[src/rtl/assert_macros.svh]
// Assertion macros shared by the decoder RTL.
// No dependencies; included by the files that carry checks.
`ifndef ASSERT_MACROS_SVH
`define ASSERT_MACROS_SVH
`ifndef SYNTHESIS
`define HFD_ASSERT(lbl, clk, rst, prop, msg) \
  lbl: assert property (@(posedge clk) disable iff (rst) prop) else $error(msg);
`define HFD_ASSERT_NORST(lbl, clk, prop, msg) \
  lbl: assert property (@(posedge clk) prop) else $error(msg);
`else
`define HFD_ASSERT(lbl, clk, rst, prop, msg)
`define HFD_ASSERT_NORST(lbl, clk, prop, msg)
`endif
`endif

[src/rtl/hfdec_pkg.sv]
// Types and codes for the serialised-tree Huffman decoder.
// No dependencies.
package hfdec_pkg;

  typedef struct packed {
    logic in_bit;
    logic stream_start;
  } hfdec_in_t;

  typedef struct packed {
    logic [7:0] out_symbol;
    logic [1:0] out_status;
  } hfdec_out_t;

  localparam logic [1:0] ST_BYTE  = 2'd0;
  localparam logic [1:0] ST_END   = 2'd1;
  localparam logic [1:0] ST_ERROR = 2'd2;

  localparam logic [15:0] END_SYMBOL_RESET = 16'd1000;

endpackage

[src/rtl/hfdec_out_skid.sv]
// Output register with one skid entry for the result channel.
// Depends on hfdec_pkg and assert_macros.svh.
`include "assert_macros.svh"
module hfdec_out_skid (
  input  logic                   clk,
  input  logic                   rst,
  input  logic                   res_valid,
  input  hfdec_pkg::hfdec_out_t  res,
  output logic                   full,
  output logic                   out_valid,
  input  logic                   out_stall,
  output hfdec_pkg::hfdec_out_t  out_data
);
  import hfdec_pkg::*;

  logic       skid_valid;
  hfdec_out_t skid_data;
  logic       load_main;
  logic       load_skid;

  // main register takes the skid entry first, then a fresh result
  assign load_main = skid_valid ? !out_stall : (res_valid && (!out_valid || !out_stall));
  assign load_skid = !skid_valid && res_valid && out_valid && out_stall;
  assign full      = skid_valid;

  always_ff @(posedge clk) begin
    if (rst) begin
      out_valid  <= 1'b0;
      skid_valid <= 1'b0;
    end else begin
      if (skid_valid) begin
        if (!out_stall) begin
          skid_valid <= 1'b0;
        end
      end else if (load_skid) begin
        skid_valid <= 1'b1;
      end
      if (load_main) begin
        out_valid <= 1'b1;
      end else if (!out_stall) begin
        out_valid <= 1'b0;
      end
    end
  end

  always_ff @(posedge clk) begin
    if (load_main) begin
      out_data <= skid_valid ? skid_data : res;
    end
    if (load_skid) begin
      skid_data <= res;
    end
  end

  `HFD_ASSERT(a_no_res_when_full, clk, rst, skid_valid |-> !res_valid, "result offered while skid full")
  `HFD_ASSERT(a_skid_implies_out, clk, rst, skid_valid |-> out_valid, "skid entry without main entry")
  `HFD_ASSERT(a_skid_drains, clk, rst, (skid_valid && !out_stall) |=> (out_valid && !skid_valid), "skid entry lost on transfer")

endmodule

[config.mk]
export PLATFORM = sky130hd
export DESIGN_NAME = hfdec_out_skid
export DESIGN_NICKNAME = d
export VERILOG_FILES = /design/src/rtl/hfdec_pkg.sv /design/src/rtl/hfdec_out_skid.sv
export VERILOG_INCLUDE_DIRS = /design/src /design/src/rtl
export SDC_FILE = /design/constraint.sdc
export NUM_CORES = 1
export LEC_CHECK = 0
export ABC_AREA = 1
export BUFFER_PORTS_ARGS = -buffer_cell sky130_fd_sc_hd__buf_2
export CORE_MARGIN = 2
export CORE_UTILIZATION = 45
export CTS_BUF_LIST = sky130_fd_sc_hd__clkbuf_4 sky130_fd_sc_hd__clkbuf_8 sky130_fd_sc_hd__clkbuf_16
export DETAILED_ROUTE_END_ITERATION = 8
export HOLD_SLACK_MARGIN = 0.15
export PLACE_DENSITY = 0.7
export SETUP_SLACK_MARGIN = 0.5
export SYNTH_ARGS = -nofsm -noshare
export SYNTH_HDL_FRONTEND = slang
export SYNTH_SLANG_ARGS = --single-unit
[constraint.sdc]
create_clock -name clk -period 1.7 [get_ports clk]
set_input_delay 0.085 -clock clk [delete_from_list [all_inputs] [get_ports clk]]
set_output_delay 0.085 -clock clk [all_outputs]
set_load 0.01 [all_outputs]
### After elaboration in Yosys (flattened, before gate mapping)

Index checks and enable logic that the tools add are counted.
Widths: inputs -> output; s select.

| storage, ports and cells | value |
|---|---|
| output and inout port bits | 12 |
| input port bits | 14 |
| flip-flop bits (word level) | 22 |
| logic and storage cells | 22 |

| cells by class | value |
|---|---|
| eq/ne operators | 1 |
| reductions and logical operators | 8 |
| multiplexer cells | 7 |

Operator list:

| cell | number |
|---|---|
| $mux 10 | 1 |
| $mux 1 | 6 |
| $logic_and 1x1->1 | 4 |
| $logic_not 1->1 | 3 |
| $ne 2x1->1 const B | 1 |
| $logic_or 1x1->1 | 1 |

### Logic depth before layout (Yosys ltp)

| depth | value |
|---|---|
| depth in word-level cells | 6 |
| gate-level depth with buffers | 4 |
| mapped depth without buffers | 4 |

### Worst setup path after synthesis

No wires, ideal clock.

| path | value |
|---|---|
| path type | register to register |
| start | register skid_valid (netlist: full) |
| end | register out_data[0] (netlist name) (enable) |
| slack | 0.285 ns |
| arrival | 1.038 ns |
| cell stages (with the launch flop) | 3 |
| library setup time | 0.376 ns |
| required time | 1.324 ns |
| clock period less this slack | 1.415 ns |
| buffers on the path | 0 |
| cells stage by stage | dfxtp_1 -> o21ai_1 -> nor2_1 |

| on the way | value |
|---|---|
| word-level cells in the longest chain between the ends | 1 |

Ends and longest elaborated chain:

| item | line | text |
|---|---|---|
| start, declared | hfdec_out_skid.sv:16 | `logic skid_valid;` |
| start signal, assigned | hfdec_out_skid.sv:29 | `skid_valid <= 1'b0;` |
| start signal, assigned | hfdec_out_skid.sv:33 | `skid_valid <= 1'b0;` |
| start signal, assigned | hfdec_out_skid.sv:36 | `skid_valid <= 1'b1;` |
| $mux 1 | hfdec_out_skid.sv:22 | `assign load_main = skid_valid ? !out_stall : (res_valid && (!out_valid \|\| !out_stall));` |
| via load_main | hfdec_out_skid.sv:18 | `logic load_main;` |
| end signal, assigned | hfdec_out_skid.sv:48 | `out_data <= skid_valid ? skid_data : res;` |
| end, declared | hfdec_out_skid.sv:12 | `output hfdec_pkg::hfdec_out_t out_data` |

The timed path passes the listed nets, and every way through them passes these cells.
A chain may end at the register's enable or synchronous reset.

### Worst setup path in the final report

| path | value |
|---|---|
| start | input port res_valid |
| end | register out_data[5] (netlist name) (enable) |

| on the way | value |
|---|---|
| word-level cells in the longest chain between the ends | 2 |

Ends and longest elaborated chain:

| item | line | text |
|---|---|---|
| start, declared | hfdec_out_skid.sv:7 | `input logic res_valid,` |
| $logic_and 1x1->1 | hfdec_out_skid.sv:22 |  |
| $mux 1 | hfdec_out_skid.sv:22 |  |
| via load_main | hfdec_out_skid.sv:18 |  |

The timed path passes the listed nets, and every way through them passes these cells.

==> results.sh <==
export IMPL_antenna_cells=0
export IMPL_first_pass_iters=4
export IMPL_nets=123
export IMPL_tightest_slew_ns=0.2817
export IMPL_wl_mm=1.484
export IMPL_worst_ep_required_time_ns=1.77
export IMPL_max_freq_mhz=876.0
export IMPL_peakVddDrop_uv=539.3
export IMPL_die_h_um=47.42
export IMPL_grt_pass1_vias=493
export IMPL_clock_latency_ns=0.31
export IMPL_fillCellCount=126
export IMPL_comb_power_share_pct=12.4
export IMPL_synthTopCellsByArea="edfxtp_1, inv_1, nand2_1"
export IMPL_clock_skew_ns=0.01363
export IMPL_num_io_pins=26
export IMPL_ant_nets=0
export IMPL_ys_ff_latch=22
export IMPL_pwr_share_seq_pct=62.3
export IMPL_leakage_uw=0.0005012
export IMPL_fin_crit_ns=1.142
export IMPL_design_die_area_um2=2249
export IMPL_worstPathArrival_ns=1.22
export IMPL_dieWidth_um=47.42
export IMPL_vias_per_cell=4.203
export IMPL_cts_tree="done"
export IMPL_htree_levels=1
export IMPL_gr_usage_all_layers_pct=14.10
export IMPL_mostFrequentLayoutCell="buf_2"
export IMPL_path_class="primary input to register"
export IMPL_rows=15
export IMPL_cts_hold_buf=13
export IMPL_report_final_hold_viol_count=0
export IMPL_reg2reg_from="full$_SDFF_PP0_"
export IMPL_synth_seq_area_share_pct=75.52
export IMPL_grt_max_degree=21
export IMPL_cts_root_buf="clkbuf_4"
export IMPL_clockBufferDepth=2
export IMPL_setup_viol=0
export IMPL_place_area_um2=997.2
export IMPL_yosys_warnings=0
export IMPL_critPathMaxFanout=10
export IMPL_cp_start_kind="primary input"
export IMPL_antenna_found_initial=0
export IMPL_cts_buffers=3
export IMPL_core_um2=1745
export IMPL_intPower_uw=794.7
export IMPL_tns_ns=0
export IMPL_final_layout_size_suffix_gt1_share_pct=38.89
export IMPL_syn2layout_area_growth_pct=41.30
export IMPL_finalMaxSlewViolations=0
export IMPL_drtIter0Drc=18
export IMPL_gp_congestion=0.6503
export IMPL_path_clk_slew_ns=0.10
export IMPL_worst_slack_ns=0.5584
export IMPL_critPathCaptureType="register"
export IMPL_power_switching_uw=215.9
export IMPL_preCtsSetupSlack_ns=0.4598
export IMPL_wl_per_cell_um=11.16
export IMPL_drc=0
export IMPL_grt_ovfl_total=0
export IMPL_maxCapViolCount=0
export IMPL_clkSinkCount=22
export IMPL_startpoint="res_valid"
export IMPL_portBuffers=25
export IMPL_stdcell_area_um2=1199
export IMPL_worstHoldPathType="primary input to register"
export IMPL_swShare_pct=21.36
export IMPL_synthCells=65
export IMPL_yosysUniqueCellTypes=10
export IMPL_p_per_area_nw_per_um2=843.1
export IMPL_synth_area_per_cell_um2=13.05
export IMPL_yosysTopAreaCell="edfxtp_1"
export IMPL_vias=559
export IMPL_syn_area_um2=848.3
export IMPL_rsz0062_at_grt="false"
export IMPL_power_uw=1011
export IMPL_holdWs_ns=0.06738
export IMPL_synth_top_area_share_pct=70.80
export IMPL_syn_num_nets=79
export IMPL_start_util_pct=48.60
export IMPL_status="finished clean"
export IMPL_final_cell_mix="buf_2, edfxtp_1, nand2_1, inv_1, dlygate4sd3_1"
export IMPL_max_slew_margin_pct=81.09
export IMPL_power_share_clock_pct=25.3
export IMPL_period_share_pct=67.15
export IMPL_grt_pass1_wl_mm=2.090
export IMPL_hold_start="out_stall"
[Yosys cell counts]
| master | instances |
|---|---|
| o21ai_2 | 4 |
| dfxtp_1 | 2 |
| nand2_1 | 13 |
| a21oi_1 | 2 |
| nor2_1 | 2 |
| o21ai_0 | 6 |
| edfxtp_1 | 20 |
| buf_6 | 2 |
| inv_1 | 13 |
| o21ai_1 | 1 |
[what timing repair did]
action                                  4_1_cts  5_1_grt
pin swaps                                     0        2
gates cloned                                  0        1
buffers inserted                              0        1
hold endpoints to repair                     21        1
gates resized for setup                       1        6
endpoints found under the setup margin       10       21
[layer usage]
layer / vias to the layer above / share of wire, % / GRT usage (%)
li1: 301 / - / -
met4: 0 / 1.8 / 8.333
met3: 4 / 3.1 / 2.264
met1: 236 / 45 / 17.50
met2: 18 / 50 / 23.24
met5: - / 0 / 0
[sequential cells by signal (all words and copies together) (netlist names)]
signal / cells
out_data: 10
skid_data: 10
full: 1
out_valid: 1
[worst paths after layout]
check	slack, ns	cells past startpoint	end
hold / removal	0.07	3	full$_SDFF_PP0_
setup reg to reg	0.59	4	out_data[5]$_DFFE_PP_
setup / recovery	0.56	5	out_data[5]$_DFFE_PP_
hold reg to reg	0.53	2	out_data[5]$_DFFE_PP_
[kinds of logic (layout without fill, tap and decap cells)]
kind of cell           Yosys count  count (layout)  share of synthesized area, %
buffers and inverters           15              58                         8.407
DFF                             22              22                         75.52
and+or+nand+nor                 15              15                         6.638
AOI/OAI and AO/OA               13              13                         9.439
[power by group through the flow]
| stage | clock network [uW] | registers [uW] | logic [uW] |
|---|---|---|---|
| floorplan | 0 | 654 | 35.4 |
| global placement | 0 | 640 | 88.1 |
| detailed placement | 0 | 641 | 91.0 |
| CTS | 259 | 629 | 114 |
| global route | 284 | 633 | 140 |
| finish | 256 | 629 | 125 |
[stage by stage]
stage	util (%)	instances
after detailed placement	57.13	114
after CTS	66.52	131
after floorplan	-	65
after global routing	68.67	133
after global placement	57.13	114
final	68.67	133
[critical path, stage by stage]
cell           delay, ns
dlygate4sd3_1       0.53
buf_2               0.13
o21ai_1             0.25
nor2_4              0.08
buf_12              0.15
[area by class of cell]
class | instances | area [um2] | area share [%]
clock buffer | 4 | 30.03 | 2.505
inverter | 13 | 52.55 | 4.384
multi-input combinational | 28 | 148.9 | 12.42
sequential | 22 | 643.1 | 53.65
tap | 25 | 31.28 | 2.610
timing repair buffer | 40 | 285.3 | 23.80
timing repair inverter | 1 | 7.507 | 0.6263
Note: power is estimated with default switching activity, not from simulation.
